### src/sv/qor_pkg.sv
// shared types, constants and helper functions of the quaternion rotator
`default_nettype none
package qor_pkg;

	localparam int HW = 38;
	localparam int CORDIC_STEPS = 30;

	localparam logic signed [HW-1:0] PI_Q30      = 38'sd3373259426;
	localparam logic signed [HW-1:0] TWO_PI_Q30  = 38'sd6746518852;
	localparam logic signed [HW-1:0] HALF_PI_Q30 = 38'sd1686629713;
	localparam logic signed [33:0]   CORDIC_GAIN = 34'sd652032874;
	localparam logic [29:0]          TOL_RESET   = 30'd1074;
	localparam logic [63:0]          ONE_Q30     = 64'd1073741824;

	typedef enum logic {
		ACT_ROTATE = 1'b0,
		ACT_SET    = 1'b1
	} act_t;

	typedef struct packed {
		logic               action;
		logic signed [31:0] axis_x;
		logic signed [31:0] axis_y;
		logic signed [31:0] axis_z;
		logic signed [31:0] angle;
	} item_t;

	typedef struct packed {
		logic signed [31:0] orient_x;
		logic signed [31:0] orient_y;
		logic signed [31:0] orient_z;
		logic signed [31:0] orient_w;
	} result_t;

	// classified command handed from the front to the engine
	typedef struct packed {
		act_t               action;
		logic               flip;
		logic signed [HW-1:0] half;
		logic signed [31:0] ax;
		logic signed [31:0] ay;
		logic signed [31:0] az;
	} cmd_t;

	typedef enum logic [3:0] {
		ST_IDLE,
		ST_CORDIC,
		ST_Q2,
		ST_COPY,
		ST_PROD,
		ST_MAG,
		ST_CHECK,
		ST_SQRT,
		ST_DIVINIT,
		ST_DIV,
		ST_FIX,
		ST_DONE
	} st_t;

	function automatic logic [29:0] atan_q30(input logic [4:0] i);
		logic [29:0] r;
		unique case (i)
			5'd0:  r = 30'd843314857;
			5'd1:  r = 30'd497837829;
			5'd2:  r = 30'd263043837;
			5'd3:  r = 30'd133525159;
			5'd4:  r = 30'd67021687;
			5'd5:  r = 30'd33543516;
			5'd6:  r = 30'd16775851;
			5'd7:  r = 30'd8388437;
			5'd8:  r = 30'd4194283;
			5'd9:  r = 30'd2097149;
			5'd10: r = 30'd1048576;
			5'd11: r = 30'd524288;
			5'd12: r = 30'd262144;
			5'd13: r = 30'd131072;
			5'd14: r = 30'd65536;
			5'd15: r = 30'd32768;
			5'd16: r = 30'd16384;
			5'd17: r = 30'd8192;
			5'd18: r = 30'd4096;
			5'd19: r = 30'd2048;
			5'd20: r = 30'd1024;
			5'd21: r = 30'd512;
			5'd22: r = 30'd256;
			5'd23: r = 30'd128;
			5'd24: r = 30'd64;
			5'd25: r = 30'd32;
			5'd26: r = 30'd16;
			5'd27: r = 30'd8;
			5'd28: r = 30'd4;
			5'd29: r = 30'd2;
			default: r = 30'd0;
		endcase
		return r;
	endfunction

	// sign of one Hamilton product term: component c, stored index t
	function automatic logic hamilton_neg(input logic [1:0] c, input logic [1:0] t);
		logic r;
		unique case ({c, t})
			4'b0010, 4'b0100, 4'b1001, 4'b1100, 4'b1101, 4'b1110: r = 1'b1;
			default: r = 1'b0;
		endcase
		return r;
	endfunction

	function automatic logic signed [31:0] sat32(input logic signed [65:0] v);
		logic signed [31:0] r;
		if (v > 66'sd2147483647)
			r = 32'sh7fffffff;
		else if (v < -66'sd2147483648)
			r = 32'sh80000000;
		else
			r = v[31:0];
		return r;
	endfunction

endpackage
`default_nettype wire

### src/sv/qor_res_queue.sv
// two-entry result queue in front of the result ports
`default_nettype none
module qor_res_queue (
	input  wire logic             clk,
	input  wire logic             arst_n,
	input  wire logic             push,
	input  wire qor_pkg::result_t din,
	output logic                  full,
	input  wire logic             pop,
	output logic                  empty,
	output qor_pkg::result_t      dout
);

	qor_pkg::result_t mem_q [2];
	logic             wr_q, rd_q;
	logic [1:0]       cnt_q;
	logic             do_push, do_pop;

	assign full    = cnt_q == 2'd2;
	assign empty   = cnt_q == 2'd0;
	assign do_push = push && !full;
	assign do_pop  = pop && !empty;
	assign dout    = mem_q[rd_q];

	always_ff @(posedge clk) begin
		if (do_push)
			mem_q[wr_q] <= din;
	end

	always_ff @(posedge clk or negedge arst_n) begin
		if (!arst_n) begin
			wr_q  <= 1'b0;
			rd_q  <= 1'b0;
			cnt_q <= 2'd0;
		end else begin
			if (do_push)
				wr_q <= !wr_q;
			if (do_pop)
				rd_q <= !rd_q;
			cnt_q <= cnt_q + 2'(do_push) - 2'(do_pop);
		end
	end

endmodule
`default_nettype wire

### config.mk
export PLATFORM = sky130hd
export DESIGN_NAME = qor_res_queue
export DESIGN_NICKNAME = d
export VERILOG_FILES = /design/src/sv/qor_pkg.sv /design/src/sv/qor_res_queue.sv
export SDC_FILE = /design/constraint.sdc
export NUM_CORES = 1
export LEC_CHECK = 0
export ABC_CLOCK_PERIOD_IN_PS = 9600
export BUFFER_PORTS_ARGS = -buffer_cell sky130_fd_sc_hd__buf_2
export CORE_UTILIZATION = 38
export DETAILED_ROUTE_END_ITERATION = 7
export PLACE_DENSITY = 0.6
export SLEW_MARGIN = 20
export SYNTH_ARGS = -nofsm -noshare
export SYNTH_HDL_FRONTEND = slang
export SYNTH_SLANG_ARGS = --single-unit
### constraint.sdc
create_clock -name clk -period 9.6 [get_ports clk]
set_clock_uncertainty 0.15 [all_clocks]
set_input_delay 0.96 -clock clk [delete_from_list [all_inputs] [get_ports clk]]
set_output_delay 0.96 -clock clk [all_outputs]
set_load 0.1 [all_outputs]
# Word-level counts from Yosys, hierarchy flattened
# Memories as Yosys holds them, arrays and structs flattened.
# Index checks and enable logic that the tools add are counted.
# Widths: inputs -> output; s select.
[op_classes] n_addsub=2 eq_ne=1 n_mux=2 reduce_logical=7
[op_table] op="$logic_not 1->1" n=4
[op_table] op="$add 2x1->2" n=1
[op_table] op="$eq 2x2->1 const B" n=1
[op_table] op="$logic_and 1x1->1" n=2
[op_table] op="$logic_not 2->1" n=1
[op_table] op="$mux 1" n=2
[op_table] op="$sub 2x1->2" n=1
[word_totals] regBits=4 ram_bits=256 input_bits=132 output_inout_bits=130 elab_cells=16 memories=1
[mem_list] name="mem_q" depth=2 word_bits=128 read_ports=1 rd_clocked_by_memory_dff=0 write_ports=1 line="qor_res_queue.sv:14" text="qor_pkg::result_t mem_q [2];"

# Logic depth before layout (Yosys ltp)
# Gate-level depths: netlist of the first run.
[logic_depth] ltp_word=5 mapped_depth=7

# Worst setup path before layout of the first run
# OpenSTA, ideal clock, no wires.
[synth_timing] kind="input to register" start="input push" end="memory mem_q[0][0] in the netlist's numbering (enable)" setup_time_ps=617 arrival_time_ps=6373 required_ps=8833 path_slack_ps=2461 cell_stages=2 path_cell_list="nand2_1 nor2_1"
[synth_via] elab_chain_len=3
[synth_rtl] element="start, declared" line="qor_res_queue.sv:6" text="input wire logic push,"
[synth_rtl] element="$logic_and 1x1->1" line="qor_res_queue.sv:21" text="assign do_push = push && !full;"
[synth_rtl] element="$mux 1" line="qor_res_queue.sv:26" text="if (do_push)"
[synth_rtl] element="$mux 1 (implied by the code)" line="qor_res_queue.sv:27" text="mem_q[wr_q] <= din;"
[synth_rtl] element="end, declared" line="qor_res_queue.sv:14"
# Every way passes these cells.

==> metrics.txt, run 1 <==
run status finished clean; area occupied by multi-input gates between 1500 and 2000 µm²; area leader, netlist edfxtp_1; final setup fails 0; main combinational cell family by area after synthesis multiplexers; Setup crit end kind primary output; Sum Neg Setup Slack 0 ns; register-to-register setup slack 6.82 ns; area added between synthesis and finish 26.1%; worst endpoint required time 8.49 ns; RSZ-0062 raised after global routing false; GR Util All Layers 0.139; Reg area between 7000 and 8000 µm²; min Tclk post-route 4.31 ns; post-synthesis compound-gate area fraction 0; Fin. Hold Viols 0; drt via density 4.59; total CTS buffers 29; max-slew violation count 0; Setup CP Type reg2out; Final GP Congestion around 0.75; largest net degree at the start of global routing ~70; clk buf depth 3; main flop type after synthesis edfxtp_1; synth top area cells edfxtp_1, mux2_2, buf_6; initial antenna violation count 1; Mapped Area 9480 µm²; DRT iter0 DRCs between 200 and 250; max cap viols 0; maximum fanout along the worst path 71; hold crit path type in2async; Tcrit/Tclk final 0.449; share of Yosys cell area claimed by the top area cell type 0.811; H-tree Lvls 1; Final WS setup ~5.3 ns; share of cells above drive strength 1 0.607; first-pass GRT wire length 27900 µm; Core Box Area 24400 µm²; vias in the first global route between 5000 and 6000; Worst Reg2Reg Path Length in Cells 3; clk root buf clkbuf_16; row count 57; ANT nets after route 0; routed length per placed instance 17.6 µm; post-cts repair resize count 0; Crit path arrival time 3.20 ns; DIE AREA 25600 µm²; post-synthesis mux area share 0.152; # clock sinks 260; count leader, synth edfxtp_1; Syn. warnings 0; post-synthesis xor/xnor area fraction 0.00370; Fill cells 2104; sequential fraction of the synthesis area 0.822; Synth Instances 416; clk_lat worst skew 0.53 ns; Die Span X 160 µm; Post-CTS Hold Buffers 0; ys async rst share 0.0154; Layout Cells excl Fill around 1000; synthesis-stage register bit count 260; synth cell count leaders edfxtp_1, mux2_2, buf_6; DP Worst Slack between 5 and 6 ns; worst-margin pin slew 1.00 ns; io pins 262; syn nets 550; Slew HR 0.332; Worst setup endpoint dout[109]; nets approximately 830; Post-synth EDFFs 256; syn avg cell area 22.8 µm²; reg2reg start cnt_q[1]; CTS tree done; Port Buffers 261; fmax approximately 230 MHz; DRC violations left 0; RR Endpoint mem_q[1][41]; post-CTS setup buffer count 0; clock slew at reported path FFs around 0.060 ns; gr ovfl total 0; CP startpoint rd_q; adder-cell share of the synthesized area 0.00264; Distinct cells, synth 14; Worst setup SP type register; Detail Placement HPWL 11900 µm; Simple-Gate Fraction of Synth Area 0.00317; DRT Wirelength 18400 µm; Initial Util 0.389; Chip Height between 150 and 200 µm; placed cell count between 900 and 1000; Via Count 4800; drt pass-1 iters 4
flip-flops by register name, indices dropped and copies added, names as in the netlist:
register,flops
cnt_q,2
mem_q,256
rd_q,1
wr_q,1
worst min-delay path by stage:
stage / from / endpoint / slack (ns) / depth (start not counted)
floorplan: wr_q / wr_q / 0.31 / 1
detailed placement: cnt_q[1] / cnt_q[1] / 0.36 / 1
global route: arst_n / cnt_q[1] / 0.06 / 1
finish: arst_n / cnt_q[1] / 0.07 / 1
CTS: arst_n / cnt_q[1] / 0.05 / 1
global placement: cnt_q[1] / cnt_q[1] / 0.34 / 1
kinds of logic after synthesis:
group         Yosys count
flops                 260
simple gates            6
mux                   128
buf+inv                16
xor+xnor                4
fa+ha+maj               2
layout by cell type (no fill, tap or decap):
cell / count
buf_2: 261
edfxtp_1: 256
mux2_2: 128
clkbuf_16: 29
clkbuf_1: 8
clkinv_2: 7
clkinv_1: 4
buf_4: 4
xnor2_1: 3
clkbuf_8: 3
dfrtp_1: 3
inv_1: 2
ha_1: 2
diode_2: 1
nand2b_1: 1
nand2_1: 1
nor2_4: 1
and3_4: 1
nor2_1: 1
nor2b_1: 1
xor2_1: 1
inv_6: 1
clkinvlp_4: 1
dfrtp_4: 1
metal layers:
metal	vias to the layer above	wire length, µm	track usage
li1	2230	-	-
met1	2356	7550	0.170
met2	184	9040	0.235
met3	30	1340	0.0408
met4	0	453	0.0463
met5	-	0	0
final cells by class:
| class | instances | area share |
|---|---|---|
| clock inverter | 13 | 0.00555 |
| antenna | 1 | 0.000209 |
| multi-input combinational | 140 | 0.129 |
| timing repair buffer | 265 | 0.112 |
| sequential | 260 | 0.652 |
| inverter | 2 | 0.000628 |
| clock buffer | 40 | 0.0667 |
| tap | 324 | 0.0339 |
stage by stage:
stage	utilization	hold WS, ns	area (µm²)
after global placement	0.454	0.335	11100
after detailed placement	0.454	0.356	11100
after CTS	0.490	0.0484	11900
after floorplan	-	0.311	9480
after global routing	0.490	0.0575	12000
final	0.490	0.0749	12000
worst max-delay path, cell delays in order, from the launching register on:
cell and delay, ns:
dfrtp_4 0.93, buf_4 0.83, mux2_2 0.34, buf_2 0.43
Power of run 1 is left out: the tool's default activity adds up to more than one toggle a clock period on the data nets, which glitch-free logic cannot reach.
==> inputs of run 2 (changes only) <==
- ABC_CLOCK_PERIOD_IN_PS: 9600 -> 3600
- PLACE_DENSITY: 0.6 -> 0.62
- clock period: 9.6 -> 3.6 ns (I/O delays scaled with it)
==> metrics.txt, run 2 (synthesized netlist as in run 1, its figures left out) <==
grt met1 use 0.166 (-0.00434); commonest non-fill, non-tap cell in the layout buf_2; Hold Slack 0.0450 ns (-0.0299 ns); DRC violations left 0 (unchanged); Fin. Hold Viols 0 (unchanged); most used routing layer met2; maximum fanout along the worst path 129 (+82%); area added between synthesis and finish 39.3%; Chip Height 160 µm (unchanged); met3 track demand over resource 0.0423 (+0.00156); Sum Neg Setup Slack 0 ns (unchanged); share of cells above drive strength 1 0.510 (-0.0969); post-CTS setup buffer count 0 (unchanged); final setup fails 0 (unchanged); vias in the first global route 5909 (+17%); Setup CP Type reg2out; Largest Register mem_q; row count 57 (unchanged); H-tree Lvls 1 (unchanged); min Tclk post-route ~2.8 ns; worst-margin pin slew 1.07 ns (+0.0700 ns); Via Count 5363 (+12%); DRT Wirelength 19700 µm (+6.9%); DIE AREA 25600 µm² (unchanged); clock slew at reported path FFs 0.06 ns (about the same); DRT iter0 DRCs 268 (+16%); max-slew violation count 0 (unchanged); Reg area 7790 µm² (unchanged); CTS tree done; area occupied by multi-input gates 1540 µm² (unchanged); Worst Reg2Reg Path Length in Cells 4 (+1); clk_lat worst skew 0.52 ns (about the same); total CTS buffers 27 (-6.9%); drt pass-1 iters 4 (unchanged); Setup crit end kind primary output; fmax 352 MHz; ANT nets after route 0 (unchanged); io pins 262 (unchanged); # clock sinks 260 (unchanged); Port Buffers 261 (unchanged); Worst setup SP type register; Crit path arrival time 2.33 ns (-0.87 ns); max FFs per register 256 (unchanged); Die Span X 160 µm (unchanged); post-cts repair resize count 0 (unchanged); Post-CTS Hold Buffers 129 (+129); drt via density 4.59 (-0.12%); routed length per placed instance 16.8 µm (-4.4%); Layout Cells excl Fill 1169 (+12%); ANT cells 0 (-1); clk root buf clkbuf_16; Initial Util 0.389 (unchanged); most frequent cells in the layout buf_2, edfxtp_1, dlygate4sd3_1; nets 960 (+15%); met2 Use GR 0.279 (+0.0437); Detail Placement HPWL 11700 µm (-1.8%); placed cell count 992 (+0.10%); clk buf depth 3 (unchanged); Tcrit/Tclk final 0.788; Final GP Congestion 0.766 (+2.1%); hold crit path type in2async; max cap viols 0 (unchanged); Fill cells 1954 (-7.1%); Largest regs mem_q x256, cnt_q x2; initial antenna violation count 0 (-1); GR Util All Layers 0.150 (+0.0114); gr ovfl total 0 (unchanged); RSZ-0062 raised after global routing false; largest net degree at the start of global routing 130 (+81%); first-pass GRT wire length 30300 µm (+8.8%); Core Box Area 24400 µm² (unchanged); run status finished clean; worst endpoint required time 3.09 ns (-5.40 ns); Slew HR 0.286 (-0.0467); fin util 0.541 (+0.0512)
-- run 2: routing by layer --
metal	up-vias	share of wire
met1	2657	0.39
met3	37	0.066
li1	2480	-
met4	0	0.027
met2	189	0.52
met5	-	0
-- run 2: stage by stage --
stage	setup slack, ns	instance area (µm²)
3_5_place_dp	1.34	11100
3_3_place_gp	1.37	11100
2_1_floorplan	0.505	9490
6_report	0.762	13200
5_1_grt	0.667	13200
4_1_cts	0.762	13200
-- run 2: final cells by class --
type | instances | area share
Sequential cell | 260 | 0.590
Clock buffer | 35 | 0.0535
Tap cell | 324 | 0.0307
Clock inverter | 13 | 0.00654
Timing Repair Buffer | 395 | 0.202
Inverter | 2 | 0.000569
Multi-Input combinational cell | 140 | 0.117
-- run 2: final timing paths --
kind	from	endpoint	slack [ns]
worst max register to register	cnt_q[1]	mem_q[0][25]	1.40
worst min-delay path	arst_n	wr_q	0.04
max in group asynchronous	arst_n	rd_q	3.11
min in group clk	push	wr_q	0.08
worst max-delay path	rd_q	dout[99]	0.76
worst min register to register	cnt_q[1]	cnt_q[1]	0.36
-- run 2: worst max-delay path, stage by stage (launching register included) --
cell and delay [ns]:
dfrtp_4 0.41, buf_12 0.47, mux2_2 0.31, buf_2 0.42
Power of run 2 is left out for the same reason.
==> inputs of run 3 (changes only) <==
- ABC_AREA: default -> 1
- ABC_CLOCK_PERIOD_IN_PS: 3600 -> 2450
- clock period: 3.6 -> 2.45 ns (I/O delays scaled with it)
==> metrics.txt, run 3 <==
first-pass GRT wire length 36000 µm (+19%); ys async rst share 0.0154 (unchanged); CTS tree done; ANT nets after route 0 (unchanged); Die Span X 160 µm (+0.28%); share of Yosys cell area claimed by the top area cell type 0.807 (-0.00458); clk root buf clkbuf_16; total CTS buffers 28 (+3.7%); synthesis-stage register bit count 260 (unchanged); Tcrit/Tclk final 0.960; Setup CP Type reg2out; DRC violations left 0 (unchanged); drt via density 4.53 (-1.3%); synth cell count leaders nand2_1, edfxtp_1, buf_2; synth top area cells edfxtp_1, nand2_1, dfrtp_1; syn avg cell area 13.6 µm² (-40%); Worst setup SP type register; Final GP Congestion 0.724 (-5.5%); max FFs per register 256 (unchanged); H-tree Lvls 1 (unchanged); # clock sinks 260 (unchanged); ANT cells 0 (unchanged); Fin. Hold Viols 0 (unchanged); nets 1242 (+29%); hold crit path type in2reg; Core Box Area 24500 µm² (+0.29%); Setup crit end kind primary output; routed length per placed instance 16.1 µm (-4.3%); vias in the first global route 6787 (+15%); commonest non-fill, non-tap cell in the layout nand2_1; Final WS setup 0.0970 ns (-0.665 ns); fmax approximately 420 MHz; DRT iter0 DRCs 332 (+24%); DIE AREA 25700 µm² (+0.56%); drt pass-1 iters 4 (unchanged); Post-synth EDFFs 256 (unchanged); share of cells above drive strength 1 0.282 (-0.228); Slew HR 0.671 (+0.385); Synth Instances 702 (+69%); Syn. warnings 0 (unchanged); row count 57 (unchanged); initial antenna violation count 0 (unchanged); Fill cells 1777 (-9.1%); Distinct cells, synth 11 (-3); clk buf depth 3 (unchanged); Detail Placement HPWL 13800 µm (+18%); max-slew violation count 0 (unchanged); GR Util All Layers 0.181 (+0.0301); sequential fraction of the synthesis area 0.817 (-0.00464); min Tclk post-route 2.35 ns; RSZ-0062 raised after global routing true; Chip Height 160 µm (+0.28%); count leader, synth nand2_1; clk_lat worst skew 0.53 ns (about the same); clock slew at reported path FFs 0.06 ns (about the same); area leader, netlist edfxtp_1; Initial Util 0.390 (+0.00107); DP Worst Slack 0.395 ns (-0.944 ns); Crit path arrival time 1.96 ns (-0.37 ns); area added between synthesis and finish 61.6%; gr ovfl total 0 (unchanged); final setup fails 0 (unchanged); Mapped Area 9530 µm² (+0.57%); most frequent cells in the layout nand2_1, edfxtp_1, buf_12; Largest regs mem_q x256, cnt_q x2; main flop type after synthesis edfxtp_1; maximum fanout along the worst path 39 (-70%); DRT Wirelength 23400 µm (+19%); worst-margin pin slew 0.497 ns (-0.574 ns); syn nets 836 (+52%); Via Count 6572 (+23%); run status finished clean; worst endpoint required time 2.06 ns (-1.03 ns); max cap viols 0 (unchanged); Port Buffers 261 (unchanged); io pins 262 (unchanged); largest net degree at the start of global routing 71 (-45%); Largest Register mem_q
==> run 3: area by class of cell <==
class	instances	area, µm²	share of cell area
Tap cell	324	405	0.0263
Multi-Input combinational cell	403	1550	0.101
Inverter	11	52.6	0.00341
Timing Repair Buffer	404	4750	0.309
Clock buffer	34	744	0.0483
Sequential cell	260	7790	0.506
Clock inverter	16	103	0.00666
==> run 3: routing by layer <==
metal / up-vias / track usage / share of wire
met3: 45 / 0.0571 / 0.083
met1: 3088 / 0.213 / 0.40
met2: 258 / 0.315 / 0.49
li1: 3181 / - / -
met5: - / 0 / 0
met4: 0 / 0.0545 / 0.025
==> run 3: final timing paths <==
kind | start | endpoint | slack [ns] | cells after the start
max | rd_q | dout[121] | 0.1 | 4
min | din[8] | mem_q[1][8] | 0.29 | 2
max reg2reg | cnt_q[1] | mem_q[1][72] | 0.75 | 4
min reg2reg | wr_q | wr_q | 0.34 | 2
max in group asynchronous | arst_n | rd_q | 1.42 | 3
min in group asynchronous | arst_n | cnt_q[0] | 0.50 | 3
==> run 3: cells by family (layout without fill, tap and decap cells) <==
kind of cell	count (synthesis)	count (layout)	share of synthesized area
buffers and inverters	39	465	0.0221
DFF	260	260	0.817
and+or+nand+nor	401	401	0.158
adders and majority gates	2	2	0.00262
==> run 3: what timing repair did <==
action | 4_1_cts | 5_1_grt
endpoints found under the hold margin | 262 | 0
setup endpoints to repair | 87 | 44
setup buffers | 1 | 0
cloned | 1 | 0
resized for setup | 3 | 2
hold buffers | 132 | 0
==> run 3: critical path: stages, from the launching register on <==
cell and delay, ns:
dfrtp_4 0.58, buf_6 0.35, nand2_1 0.13, nand2_1 0.14
buf_12 0.18
==> run 3: per-stage QoR <==
stage	area (µm²)	instances	utilization	hold WS, ns	TNS, ns
finish	15400	1452	0.629	0.286	0
global placement	13200	1268	0.539	-0.0772	0
CTS	15400	1452	0.629	0.256	0
floorplan	9550	702	-	-0.201	-144.74
detailed placement	13200	1268	0.539	-0.0764	0
global route	15400	1452	0.629	0.275	-0.00881
Power of run 3 is left out for the same reason.
