$ cat config.mk
export PLATFORM = sky130hd
export DESIGN_NAME = qor_front
export DESIGN_NICKNAME = d
export VERILOG_FILES = /design/src/sv/qor_pkg.sv /design/src/sv/qor_front.sv
export SDC_FILE = /design/constraint.sdc
export NUM_CORES = 1
export LEC_CHECK = 0
export ABC_AREA = 1
export BUFFER_PORTS_ARGS = -buffer_cell sky130_fd_sc_hd__buf_4
export CAP_MARGIN = 20
export CORE_MARGIN = 2
export CORE_UTILIZATION = 47
export DETAILED_ROUTE_END_ITERATION = 10
export PLACE_DENSITY_LB_ADDON = 0.12
export SLEW_MARGIN = 20
export SYNTH_ARGS = -nofsm -noshare
export SYNTH_HDL_FRONTEND = slang
export SYNTH_SLANG_ARGS = --single-unit
$ cat constraint.sdc
create_clock -name clk -period 8.8 [get_ports clk]
set_clock_uncertainty 0.15 [all_clocks]
set_input_delay 0.88 -clock clk [delete_from_list [all_inputs] [get_ports clk]]
set_output_delay 0.88 -clock clk [all_outputs]
set_load 0.01 [all_outputs]
$ cat src/sv/qor_pkg.sv
// shared types, constants and helper functions of the quaternion rotator
`default_nettype none
package qor_pkg;

	localparam int HW = 38;
	localparam int CORDIC_STEPS = 30;

	localparam logic signed [HW-1:0] PI_Q30      = 38'sd3373259426;
	localparam logic signed [HW-1:0] TWO_PI_Q30  = 38'sd6746518852;
	localparam logic signed [HW-1:0] HALF_PI_Q30 = 38'sd1686629713;
	localparam logic signed [33:0]   CORDIC_GAIN = 34'sd652032874;
	localparam logic [29:0]          TOL_RESET   = 30'd1074;
	localparam logic [63:0]          ONE_Q30     = 64'd1073741824;

	typedef enum logic {
		ACT_ROTATE = 1'b0,
		ACT_SET    = 1'b1
	} act_t;

	typedef struct packed {
		logic               action;
		logic signed [31:0] axis_x;
		logic signed [31:0] axis_y;
		logic signed [31:0] axis_z;
		logic signed [31:0] angle;
	} item_t;

	typedef struct packed {
		logic signed [31:0] orient_x;
		logic signed [31:0] orient_y;
		logic signed [31:0] orient_z;
		logic signed [31:0] orient_w;
	} result_t;

	// classified command handed from the front to the engine
	typedef struct packed {
		act_t               action;
		logic               flip;
		logic signed [HW-1:0] half;
		logic signed [31:0] ax;
		logic signed [31:0] ay;
		logic signed [31:0] az;
	} cmd_t;

	typedef enum logic [3:0] {
		ST_IDLE,
		ST_CORDIC,
		ST_Q2,
		ST_COPY,
		ST_PROD,
		ST_MAG,
		ST_CHECK,
		ST_SQRT,
		ST_DIVINIT,
		ST_DIV,
		ST_FIX,
		ST_DONE
	} st_t;

	function automatic logic [29:0] atan_q30(input logic [4:0] i);
		logic [29:0] r;
		unique case (i)
			5'd0:  r = 30'd843314857;
			5'd1:  r = 30'd497837829;
			5'd2:  r = 30'd263043837;
			5'd3:  r = 30'd133525159;
			5'd4:  r = 30'd67021687;
			5'd5:  r = 30'd33543516;
			5'd6:  r = 30'd16775851;
			5'd7:  r = 30'd8388437;
			5'd8:  r = 30'd4194283;
			5'd9:  r = 30'd2097149;
			5'd10: r = 30'd1048576;
			5'd11: r = 30'd524288;
			5'd12: r = 30'd262144;
			5'd13: r = 30'd131072;
			5'd14: r = 30'd65536;
			5'd15: r = 30'd32768;
			5'd16: r = 30'd16384;
			5'd17: r = 30'd8192;
			5'd18: r = 30'd4096;
			5'd19: r = 30'd2048;
			5'd20: r = 30'd1024;
			5'd21: r = 30'd512;
			5'd22: r = 30'd256;
			5'd23: r = 30'd128;
			5'd24: r = 30'd64;
			5'd25: r = 30'd32;
			5'd26: r = 30'd16;
			5'd27: r = 30'd8;
			5'd28: r = 30'd4;
			5'd29: r = 30'd2;
			default: r = 30'd0;
		endcase
		return r;
	endfunction

	// sign of one Hamilton product term: component c, stored index t
	function automatic logic hamilton_neg(input logic [1:0] c, input logic [1:0] t);
		logic r;
		unique case ({c, t})
			4'b0010, 4'b0100, 4'b1001, 4'b1100, 4'b1101, 4'b1110: r = 1'b1;
			default: r = 1'b0;
		endcase
		return r;
	endfunction

	function automatic logic signed [31:0] sat32(input logic signed [65:0] v);
		logic signed [31:0] r;
		if (v > 66'sd2147483647)
			r = 32'sh7fffffff;
		else if (v < -66'sd2147483648)
			r = 32'sh80000000;
		else
			r = v[31:0];
		return r;
	endfunction

endpackage
`default_nettype wire

$ cat src/sv/qor_front.sv
// input side: takes words, reduces the half angle and queues commands
`default_nettype none
module qor_front (
	input  wire logic           clk,
	input  wire logic           arst_n,
	input  wire logic           push,
	input  wire qor_pkg::item_t item,
	output logic                full,
	input  wire logic           cmd_pop,
	output logic                cmd_empty,
	output qor_pkg::cmd_t       cmd
);

	logic signed [qor_pkg::HW-1:0] h0, h1, h2;
	logic                          flip;
	qor_pkg::cmd_t                 cmd_in;
	qor_pkg::cmd_t                 mem_q [2];
	logic                          wr_q, rd_q;
	logic [1:0]                    cnt_q;
	logic                          do_push;

	// 4*angle read as Q.30 radians, one wrap by 2*pi, then fold into half circle
	always_comb begin
		h0 = {{4{item.angle[31]}}, item.angle, 2'b00};
		if (h0 > qor_pkg::PI_Q30)
			h1 = h0 - qor_pkg::TWO_PI_Q30;
		else if (h0 < -qor_pkg::PI_Q30)
			h1 = h0 + qor_pkg::TWO_PI_Q30;
		else
			h1 = h0;
		flip = 1'b0;
		h2 = h1;
		if (h1 > qor_pkg::HALF_PI_Q30) begin
			h2 = qor_pkg::PI_Q30 - h1;
			flip = 1'b1;
		end else if (h1 < -qor_pkg::HALF_PI_Q30) begin
			h2 = -qor_pkg::PI_Q30 - h1;
			flip = 1'b1;
		end
		cmd_in.action = item.action ? qor_pkg::ACT_SET : qor_pkg::ACT_ROTATE;
		cmd_in.flip   = flip;
		cmd_in.half   = h2;
		cmd_in.ax     = item.axis_x;
		cmd_in.ay     = item.axis_y;
		cmd_in.az     = item.axis_z;
	end

	assign full      = cnt_q == 2'd2;
	assign cmd_empty = cnt_q == 2'd0;
	assign do_push   = push && !full;
	assign cmd       = mem_q[rd_q];

	always_ff @(posedge clk) begin
		if (do_push)
			mem_q[wr_q] <= cmd_in;
	end

	always_ff @(posedge clk or negedge arst_n) begin
		if (!arst_n) begin
			wr_q  <= 1'b0;
			rd_q  <= 1'b0;
			cnt_q <= 2'd0;
		end else begin
			if (do_push)
				wr_q <= !wr_q;
			if (cmd_pop)
				rd_q <= !rd_q;
			cnt_q <= cnt_q + 2'(do_push) - 2'(cmd_pop);
		end
	end

endmodule
`default_nettype wire

==> Yosys cells after proc, flatten, opt, wreduce, memory -nomap -nowiden <==
Memories as Yosys holds them, arrays and structs flattened.
Index checks and enable logic that the tools add are counted.
{ "totals": {"regBits": 4, "ram_bits": 272, "out_inout_bits": 138, "word_cells": 29, "memories": 1} }
{ "mem_list": {"columns": ["memory", "depth", "word_bits", "read_ports", "rd_clocked_by_memory_dff", "write_ports", "line_no", "rtl"], "rows": [
  ["mem_q", 2, 136, 1, 0, 1, "qor_front.sv:17", "qor_pkg::cmd_t mem_q [2];"]
]} }
{ "classes": {"addsub": 6, "magnitude_cmp": 4, "eq_ne": 1, "n_mux": 9, "n_reduce_logical": 5} }
{ "ops": {"columns": ["op", "count"], "rows": [
  ["38-bit 2-to-1 mux", 4],
  ["33-bit by 38-bit subtractor with 38-bit output, first input constant", 2],
  ["38-bit by 32-bit > comparator with 1-bit output, second input constant", 1],
  ["38-bit by 32-bit less-than comparator with 1-bit output, second input constant", 1],
  ["34-bit by 34-bit adder with 35-bit output, second input constant", 1],
  ["34-bit by 34-bit subtractor with 35-bit output, second input constant", 1],
  ["34-bit by 33-bit > comparator with 1-bit output, second input constant", 1],
  ["34-bit by 33-bit less-than comparator with 1-bit output, second input constant", 1],
  ["1-bit 2-to-1 mux", 5],
  ["1-bit zero test", 3],
  ["2-bit by 1-bit adder with 2-bit output", 1],
  ["2-bit equality test, second input constant", 1],
  ["2-bit zero test", 1],
  ["2-bit by 1-bit subtractor with 2-bit output", 1],
  ["1-bit logical AND", 1]
]} }

==> Depth between registers and ports, before layout <==
Gate-level depths: netlist of run 1.
{ "logic_depth": {"depth_word": 6, "depth_mapped": 30, "depth_no_buf": 27} }

==> Least setup slack after synthesis of run 1 <==
Ideal clock, no wire load.
{ "synth_path": {"kind": "input-to-reg", "start": "input push", "end": "memory mem_q[0][0] (netlist bit), enable pin", "setup_time_ns": 0.630, "t_arrival_ns": 6.652, "slack_ns": 1.368, "path_stages": 2, "path_cell_list": "o21ai_0 > nor2_1"} }
{ "synth_via": {"elab_chain_len": 3} }
{ "synth_rtl": {"columns": ["item", "line_no", "rtl"], "rows": [
  ["start, declared", "qor_front.sv:6", "input wire logic push,"],
  ["1-bit logical AND", "qor_front.sv:50", "assign do_push = push && !full;"],
  ["1-bit 2-to-1 mux", "qor_front.sv:54", "if (do_push)"],
  ["1-bit 2-to-1 mux (implied by the code)", "qor_front.sv:55", "mem_q[wr_q] <= cmd_in;"],
  ["end, declared", "qor_front.sv:17", null]
]} }
No other way between the ends.

==> results of run 1 <==
[synthesized netlist by cell type (13+ instances only)]
cell type    n
xor2_1      44
nand2_2     35
nor2_1     190
buf_2       21
inv_2       36
mux2_2     134
nor2_2      13
nand3_1    164
nor3_1      15
nand2_4     13
edfxtp_1   268
a21oi_1     28
o21ai_0     30
nand4_1     32
inv_1       99
clkbuf_1    18
nand2_1    656
[worst reg2reg max path, cell delays in order, from the launching register on]
cell and delay [ns]:
dfrtp_1 0.38, inv_1 0.10, o21ai_0 0.30, nor2_4 0.19, buf_4 0.41, buf_4 0.78
[through the flow]
| step | total power, W | utilization (%) | std cells |
|---|---|---|---|
| after global placement | 0.003846 | 54.47 | 2567 |
| after detailed placement | 0.003869 | 54.47 | 2567 |
| after global routing | 0.005198 | 56.99 | 2620 |
| final | 0.004923 | 56.99 | 2620 |
| after CTS | 0.004977 | 56.99 | 2620 |
| after floorplan | 0.003120 | - | 1899 |
[worst min path at each step]
stage | from | end | slack [ns]
floorplan | cnt_q[0]$_DFF_PN0_ | cnt_q[0]$_DFF_PN0_ | 0.37
finish | item[40] | mem_q[0][8]$_DFFE_PP_ | 0.35
global placement | cnt_q[0]$_DFF_PN0_ | cnt_q[0]$_DFF_PN0_ | 0.38
CTS | item[40] | mem_q[0][8]$_DFFE_PP_ | 0.32
global route | item[118] | mem_q[1][86]$_DFFE_PP_ | 0.32
detailed placement | cnt_q[0]$_DFF_PN0_ | cnt_q[0]$_DFF_PN0_ | 0.40
[per-layer routing]
layer,vias to the layer above,global-route usage (%)
li1,6837,-
met1,6626,35.25
met2,519,42.70
met3,62,4.678
met4,0,5.872
met5,-,0
[cell type report]
| type | count | area, sq um | share of cell area [%] |
|---|---|---|---|
| sequential | 272 | 8152 | 41.21 |
| multi-input combinational | 1425 | 7591 | 38.37 |
| tap | 455 | 569.3 | 2.878 |
| timing repair buffer | 277 | 2082 | 10.52 |
| inverter | 139 | 525.5 | 2.657 |
| clock buffer | 35 | 726.9 | 3.675 |
| clock inverter | 17 | 135.1 | 0.6831 |
[cells by family after synthesis]
kind of cell	after synthesis	share of synthesized area [%]
xor+xnor	47	2.562
simple gates	1147	30.01
buf+inv	202	5.568
other cells	1	0.02252
compound gates	90	3.389
flops	272	48.93
mux	134	9.062
fa+ha+maj	6	0.4508
[power by group through the flow]
stage          Clock (W)  Combinational (W)  Sequential [W]
4_1_cts          0.00112            0.00192         0.00193
3_5_place_dp           0            0.00191         0.00196
6_report         0.00109            0.00190         0.00193
2_1_floorplan          0            0.00118         0.00194
3_3_place_gp           0            0.00190         0.00194
5_1_grt          0.00117            0.00206         0.00196
[sequential cells by signal, summed over array words and instances (netlist names)]
register,count
wr_q,1
rd_q,1
cnt_q,2
mem_q,268
==> impl_metrics.ini, run 1 <==
[setup_path]
reg2reg_depth = 5
startpoint = item[0]
cp_data_required_time_ns = 9.06
path_depth = 22
critPathBufInv = 3
path_max_fanout = 30
max_stage_delay_ns = 0.59
arrival_ns = 5.23
crit_family = simple AND/OR/NAND/NOR gates
crit_top_cell = nand2_1
endpoint_kind = flop
critPathLaunchType = input port
worst-setup-path-type = in -> reg
critPathSlowestCell = a21oi_4
crit_chain = buf_4 -> inv_1 -> ha_1 -> o21ai_0 -> nand2_1 -> nand2_1 -> nand2_1 -> nand2_1 -> nand2_2 -> a21oi_4 -> nand2_1 -> nand2_1 -> nor2_1 -> nand2_1 -> nor2_2 -> nand2_1 -> nand3_2 -> nand2_4 -> nand3_2 -> inv_2 -> o21ai_0 -> nand3_1
r2r_slack_ns = 6.05
r2r_end = mem_q[1][87]$_DFFE_PP_
r2r_start = cnt_q[1]$_DFF_PN0_
cp-endpoint = mem_q[0][119]$_DFFE_PP_

[clock_network]
clkSinkCount = 272
cts_buffer_depth = 3
numCtsBuffers = 28
cts_setup_buffers = 0
cts_resized = 0
clk_pin_slew_ns = 0.06
ctsHoldBuffers = 1
cts_tree = yes
insertion_delay_ns = 0.55
htreeDepth = 1
root_buffer = clkbuf_16

[logic_synthesis]
synth.distinct_cells = 49
synth_top_cell_by_area = edfxtp_1
yosys_warnings = 0
synth_area_per_cell_sq_um = 8.768
ys_seq_area_share_pct = 48.93
synth-main-ff-cell = edfxtp_1
synthArstFlopShare_pct = 1.471
yosysTopAreaCellShare_pct = 48.33
syn-cell-area_sq_um = 16650
synth-seq-cells = 272
synthCells = 1899
synth_edf_count = 268
synth_fp_nets = 2038
synth_area_leaders = edfxtp_1 (48%), nand2_1 (15%), mux2_2 (9.1%), nand3_1 (4.9%), nor2_1 (4.3%)

[power]
p_int_w = 0.003272
ir_worst_vdd_v = 0.0002418
power_density_nw_per_um2 = 248.9
power_switching_w = 0.001651
combinationalPowerShare_pct = 38.6
clkPwrFrac_pct = 22.2
seq_power_share_pct = 39.2
netSwitchingFraction_pct = 33.53
power.leakage_nw = 8.496

[detailed_routing]
routed_wirelength_microns = 48690
wl_met3_microns = 3858
drt-initial-drc-count = 1069
vias = 14044
via_per_inst = 5.360
drt-wirelength-per-cell_microns = 18.58
wl_met2_microns = 22720
first_pass_iters = 5
met1Wirelength_microns = 21160
drtAntennaViolNets = 0
drt_drc_violations_left = 0
top_layer = met4

[sta]
timing.fmax_mhz = 201.3
whs_ns = 0.3493
rsz0062_at_grt = no
fin_setup_tns_ns = 0
maxSlewViolCount = 0
setup_viol = 0
finalHoldViolCount = 0
fin_ws_ns = 3.832
worstMarginPinSlew_ns = 1.035
post-route-period-util_pct = 56.46
slew_headroom_pct = 31.01
fin_crit_ns = 4.968

[cells_and_area]
final_common_cell = nand2_1
nets = 2282
final_area_sq_um = 19780
fillCellCount = 3235
drive_gt1_share_pct = 26.84
mostFrequentLayoutCells = nand2_1 (656), buf_4 (276), edfxtp_1 (268)
diodes = 0
syn_to_final_growth_pct = 18.80

[global_routing]
gr-usage-all-layers_pct = 25.79
grt_pass1_vias = 13413
grt_antenna_before_repair = 0
grt_overflow = 0
grt_max_degree = 77
grt_pass1_wl_microns = 74060

[floorplanning]
start_util_pct = 47.97
die-width_microns = 192.2
coreArea_sq_um = 34710
die-area_sq_um = 36950
fp-row-count = 68
die_y_microns = 192.2
ios = 271

[placed_design]
postPlaceCellArea_sq_um = 18910
hpwl_microns = 37070
place_ws_ns = 3.297
place.gp.congestion = 0.9957
port_buffers = 269

[flow_run]
maxCapViolations = 0

[min_path]
min_path_type = in -> reg
min_path_cells = 1

[outcome]
status = finished, final reports clean
(Power assumes the default switching activity.)
==> run 2, diff against run 1 <==
==> constraint.sdc (replaced) <==
create_clock -name clk -period 5.05 [get_ports clk]
set_clock_uncertainty 0.15 [all_clocks]
set_input_delay 0.505 -clock clk [delete_from_list [all_inputs] [get_ports clk]]
set_output_delay 0.505 -clock clk [all_outputs]
set_load 0.01 [all_outputs]
==> run 2 against run 1 <==
Sequential share of layout area decreased by 2.2 points. Final cell count grew 4.0%. Non-clock buffer count grew 108. Global-route usage up 1.5 points. Core utilization rose by 3.2 points. Critical path type unchanged. Critical endpoint is now mem_q[1][120]$_DFFE_PP_. Highest routed layer is now met5.
==> impl_metrics.ini, run 2 (same netlist as run 1, synthesis figures left out) <==
[clock_network]
htreeDepth = 1
cts_setup_buffers = 0
cts_resized = 0
cts_buffer_depth = 3
clkSinkCount = 272
insertion_delay_ns = 0.56
clk_pin_slew_ns = 0.06
cts_tree = yes
numCtsBuffers = 28
root_buffer = clkbuf_16

[detailed_routing]
drt_drc_violations_left = 0
routed_wirelength_microns = 51720
drt-wirelength-per-cell_microns = 18.98
drtAntennaViolNets = 0
vias = 14507
first_pass_iters = 5
via_per_inst = 5.324
drt-initial-drc-count = 1120

[setup_path]
path_max_fanout = 25
r2r_slack_ns = 2.82
critPathLaunchType = input port
worst-setup-path-type = in -> reg
endpoint_kind = flop
arrival_ns = 4.32
reg2reg_depth = 6
cp_data_required_time_ns = 5.19

[cells_and_area]
final_area_sq_um = 20880
regMostFlops = mem_q
final_common_cell = nand2_1
largest_reg_flops = 268
syn_to_final_growth_pct = 25.38
reg_top3 = mem_q x268, cnt_q x2
mostFrequentLayoutCells = nand2_1 (656), buf_4 (282), edfxtp_1 (268)
drive_gt1_share_pct = 25.96
post-route-util_pct = 60.14
nets = 2390

[floorplanning]
coreArea_sq_um = 34710
die_y_microns = 192.2
ios = 271
fp-row-count = 68
die-area_sq_um = 36950
start_util_pct = 47.97
die-width_microns = 192.2

[power]
power.leakage_nw = 8.962
power_w = 0.008738
power_density_nw_per_um2 = 418.5
ir_worst_vdd_v = 0.0004173

[global_routing]
grt_overflow = 0
grt_max_degree = 102
gr-usage-all-layers_pct = 27.30
grt_pass1_wl_microns = 77740
grt_antenna_before_repair = 2
grt_pass1_vias = 13956

[placed_design]
port_buffers = 269
place.gp.congestion = 0.9916
hpwl_microns = 37840
postPlaceCellArea_sq_um = 19030

[sta]
maxSlewViolCount = 0
rsz0062_at_grt = no
setup_viol = 0
whs_ns = 0.1576
fin_crit_ns = 4.181
fin_setup_tns_ns = 0
slew_headroom_pct = 29.89
worstMarginPinSlew_ns = 1.052
finalHoldViolCount = 0
timing.fmax_mhz = 239.2
post-route-period-util_pct = 82.80

[min_path]
min_path_type = in -> async

[flow_run]
maxCapViolations = 0

[outcome]
status = finished, final reports clean
[run 2: worst paths after layout]
| kind | end | from |
|---|---|---|
| worst max-delay path | mem_q[1][120]$_DFFE_PP_ | item[31] |
| worst min-delay path | rd_q$_DFFE_PN0P_ | arst_n |
| worst max register to register | cnt_q[1]$_DFF_PN0_ | cnt_q[0]$_DFF_PN0_ |
| worst min register to register | cnt_q[0]$_DFF_PN0_ | cnt_q[0]$_DFF_PN0_ |
| max in group asynchronous | rd_q$_DFFE_PN0P_ | arst_n |
| min in group clk | wr_q$_DFFE_PN0P_ | push |
[run 2: cell type report]
cell class | count | area [sq um]
Timing Repair Buffer | 385 | 3188
Sequential cell | 272 | 8152
Inverter | 139 | 525.5
Antenna cell | 1 | 2.502
Clock inverter | 13 | 122.6
Fill cell | 3052 | 13840
Clock buffer | 35 | 726.9
Tap cell | 455 | 569.3
Multi-Input combinational cell | 1425 | 7591
[run 2: worst max-delay path: stages]
cell and delay [ns]:
buf_4 0.19, nand2_1 0.12, inv_1 0.04, nand2_1 0.05
nor2_1 0.10, a21oi_4 0.36, nand3_2 0.54, or2_1 0.43
nand3_1 0.10, nand2_2 0.14, nand2_1 0.21, nand2_1 0.08
nand2_1 0.07, nand2_1 0.06, a21oi_1 0.30, nand3_2 0.29
nand2_4 0.13, inv_2 0.18, buf_4 0.23, nand2_1 0.08
nand3_1 0.11
[run 2: where the power goes]
group,internal (W),total (W),switching (W)
combinational,0.00155,0.00342,0.00187
sequential,0.00315,0.00339,0.000235
clock,0.00108,0.00193,0.000851
total,0.00578,0.00874,0.00295
[run 2: layer usage]
layer	vias to the layer above	global-route usage, %	routed length, microns
met5	-	0	7
met4	2	6.400	992
met3	72	4.239	3650
met2	482	46.08	24780
met1	6907	36.94	22290
li1	7044	-	-
[run 2: per-stage QoR]
step,std cells,setup slack [ns]
global placement,2577,0.4330
CTS,2724,0.9544
global route,2725,0.7209
detailed placement,2577,0.3744
finish,2725,0.8687
floorplan,1899,-2.007
[run 2: what timing repair did]
action,4_1_cts,5_1_grt
hold endpoints to repair,199,0
setup endpoints to repair,0,0
hold buffers,99,0
==> run 3, diff against run 2 <==
--- a/config.mk
+++ b/config.mk
@@ -5,7 +5,7 @@
 export SDC_FILE = /design/constraint.sdc
 export NUM_CORES = 1
 export LEC_CHECK = 0
-export ABC_AREA = 1
+export ABC_AREA = 0
 export BUFFER_PORTS_ARGS = -buffer_cell sky130_fd_sc_hd__buf_4
 export CAP_MARGIN = 20
 export CORE_MARGIN = 2
==> constraint.sdc (replaced) <==
create_clock -name clk -period 3.9 [get_ports clk]
set_clock_uncertainty 0.15 [all_clocks]
set_input_delay 0.39 -clock clk [delete_from_list [all_inputs] [get_ports clk]]
set_output_delay 0.39 -clock clk [all_outputs]
set_load 0.01 [all_outputs]
==> run 3 against run 2 <==
The flow now finishes with violations (setup timing). Sequential power up 28%. Sequential share of layout area up 1.2 points. Die area down 20%. Routed wire length down 28%. Final area down 2.9%. Register-to-register slack worse by 1.1 ns. Combinational power up 35%. Highest routed layer is now met4.
==> impl_metrics.ini, run 3 <==
[outcome]
status = finished with violations
violations = setup timing

[logic_synthesis]
synth_area_per_cell_sq_um = 14.03
syn-cell-area_sq_um = 13300
yosys-top-cells-count = edfxtp_1 (268), mux2_2 (134), nand2_1 (45)
synthCells = 948
synth_area_leaders = edfxtp_1 (61%), mux2_2 (11%), xnor2_1 (2.7%), nand2_1 (1.3%), nor2_1 (1.2%)
synth.distinct_cells = 88
synthArstFlopShare_pct = 1.471
synth_edf_count = 268
synth-main-ff-cell = edfxtp_1
synth_top_cell_by_area = edfxtp_1
yosys_warnings = 0
yosysTopAreaCellShare_pct = 60.52
synth-seq-cells = 272
yosysMostFrequentCell = edfxtp_1
ys_seq_area_share_pct = 61.27
synth_fp_nets = 1087

[floorplanning]
ios = 271
die-area_sq_um = 29650
start_util_pct = 47.73
die_y_microns = 172.2
die-width_microns = 172.2
fp-row-count = 61
coreArea_sq_um = 27860

[min_path]
holdPathEnd = wr_q$_DFFE_PN0P_
min_path_type = in -> reg
min_from = push
min_path_cells = 3

[setup_path]
crit_chain = buf_6 -> or4b_4 -> buf_6 -> a21oi_4 -> a21oi_4 -> and2_4 -> buf_12 -> a221o_1 -> buf_4 -> nand2_1 -> buf_4 -> o21ai_1 -> a221oi_2 -> buf_4 -> o311ai_1 -> and2_1 -> o211ai_1 -> o21ai_0 -> or3_1
r2r_end = mem_q[1][80]$_DFFE_PP_
r2r_slack_ns = 1.71
crit_top_cell = buf_4
arrival_ns = 4.09
critPathLaunchType = input port
reg2reg_depth = 3
cp_data_required_time_ns = 3.99
max_stage_delay_ns = 0.55
path_max_fanout = 7
r2r_start = cnt_q[1]$_DFF_PN0_
worst-setup-path-type = in -> reg
endpoint_kind = flop
critPathSlowestCell = or4b_4

[global_routing]
grt_antenna_before_repair = 1
grt_overflow = 0
grt_pass1_wl_microns = 54650
busiest_layer = met2
grtUsageMet2_pct = 43.60
gr-usage-all-layers_pct = 23.68
grt_pass1_vias = 10175
met1_usage_pct = 28.89
met3_usage_pct = 3.410
grt_max_degree = 68

[clock_network]
cts_buffer_depth = 3
root_buffer = clkbuf_16
numCtsBuffers = 27
cts_tree = yes
htreeDepth = 1
clkSinkCount = 272
insertion_delay_ns = 0.51
clk_pin_slew_ns = 0.06

[sta]
slew_headroom_pct = 39.11
setup_viol = 3
finalHoldViolCount = 0
maxSlewViolCount = 0
fin_setup_tns_ns = -0.1934
fin_ws_ns = -0.09623
rsz0062_at_grt = yes
timing.fmax_mhz = 250.2
worstMarginPinSlew_ns = 0.9134
whs_ns = 0.1241
fin_crit_ns = 3.996
post-route-period-util_pct = 102.5

[detailed_routing]
drt-wirelength-per-cell_microns = 19.17
drtAntennaViolNets = 0
via_per_inst = 5.273
routed_wirelength_microns = 37200
drt-initial-drc-count = 542
drt_drc_violations_left = 0
first_pass_iters = 5
vias = 10229

[cells_and_area]
multiInputGateArea_sq_um = 5627
nets = 1682
final_area_sq_um = 20260
syn_to_final_growth_pct = 52.39
final_common_cell = buf_4
largest_reg_flops = 268
seqCellArea_sq_um = 8152
drive_gt1_share_pct = 54.39
fillCellCount = 1850
post-route-util_pct = 72.74
regMostFlops = mem_q
mostFrequentLayoutCells = buf_4 (497), edfxtp_1 (268), mux2_2 (134)
reg_top3 = mem_q x268, cnt_q x2

[power]
power.leakage_nw = 7.852
power_density_nw_per_um2 = 561.3
ir_worst_vdd_v = 0.0004089

[placed_design]
place_ws_ns = -0.7382
place.gp.congestion = 0.9007
port_buffers = 269
hpwl_microns = 24920
postPlaceCellArea_sq_um = 17450

[flow_run]
maxCapViolations = 0
==> run 3: changes by cell type in the layout (fill, tap and decap cells not counted), moves of 19 or more <==
cell     before  now
inv_2        36    3
nand2_1     656   41
xor2_1       44   12
nand3_1     164   15
inv_1        99   18
nand2_2      35    2
xnor2_1       1   24
nor2_1      188   34
buf_4       282  497
xnor2_2       0   21
nand4_1      32   13
==> run 3: layout make-up <==
type	instances	area share, %
Clock inverter	15	0.6174
Clock buffer	32	3.427
Tap cell	378	2.334
Multi-Input combinational cell	599	27.77
Sequential cell	272	40.23
Timing Repair Buffer	621	25.20
Antenna cell	1	0.01235
Inverter	22	0.4199
==> run 3: power by group <==
part	internal [W]	switching, W
registers	0.00411	0.000243
logic	0.00233	0.00228
clock network	0.00139	0.00101
==> run 3: kinds of logic (layout without fill, tap and decap cells) <==
family,count (synthesis),after routing,synth area share [%]
other,1,2,0.02820
AO/OA/AOI/OAI,188,189,11.19
XOR/XNOR,61,61,4.243
buffers and inverters,78,690,2.794
adder cells (fa/ha/maj),6,6,0.5645
AND/OR/NAND/NOR,208,208,8.562
flip-flops,272,272,61.27
multiplexers,134,134,11.35
==> run 3: worst max-delay path by stage <==
stage              from                       to  slack, ns  cells past startpoint
2_1_floorplan  item[20]  mem_q[0][125]$_DFFE_PP_      -0.44                     15
3_3_place_gp    item[1]   mem_q[1][99]$_DFFE_PP_      -0.75                     20
3_5_place_dp   item[21]  mem_q[0][130]$_DFFE_PP_      -0.74                     20
4_1_cts        item[21]  mem_q[0][125]$_DFFE_PP_      -0.04                     15
5_1_grt        item[21]  mem_q[1][125]$_DFFE_PP_      -0.20                     18
6_report       item[25]  mem_q[1][125]$_DFFE_PP_       -0.1                     19
==> run 3: repair_timing <==
| item | CTS | global route |
|---|---|---|
| buffers inserted | 11 | 15 |
| hold buffers | 99 | 0 |
| pin swaps | 18 | 12 |
| endpoints found under the setup margin | 72 | 74 |
| resized for setup | 38 | 92 |
| endpoints found under the hold margin | 199 | 0 |
| gates cloned | 1 | 3 |
==> run 3: worst max-delay path, delay by kind of cell <==
kind            cells  cell delay (ns)
buf+inv             6             0.86
simple gates        5             1.45
compound gates      8             1.37
==> run 3: per-layer routing <==
metal,up-vias,routed length (microns)
li1,4889,-
met1,4973,14810
met2,306,19320
met3,61,2140
met4,0,923
met5,-,0
==> run 3: per-stage QoR <==
| stage | std cells | power [W] |
|---|---|---|
| final | 1940 | 0.01137 |
| after global routing | 1940 | 0.01190 |
| after CTS | 1921 | 0.01121 |
| after detailed placement | 1764 | 0.008654 |
| after global placement | 1764 | 0.008592 |
| after floorplan | 948 | 0.006661 |
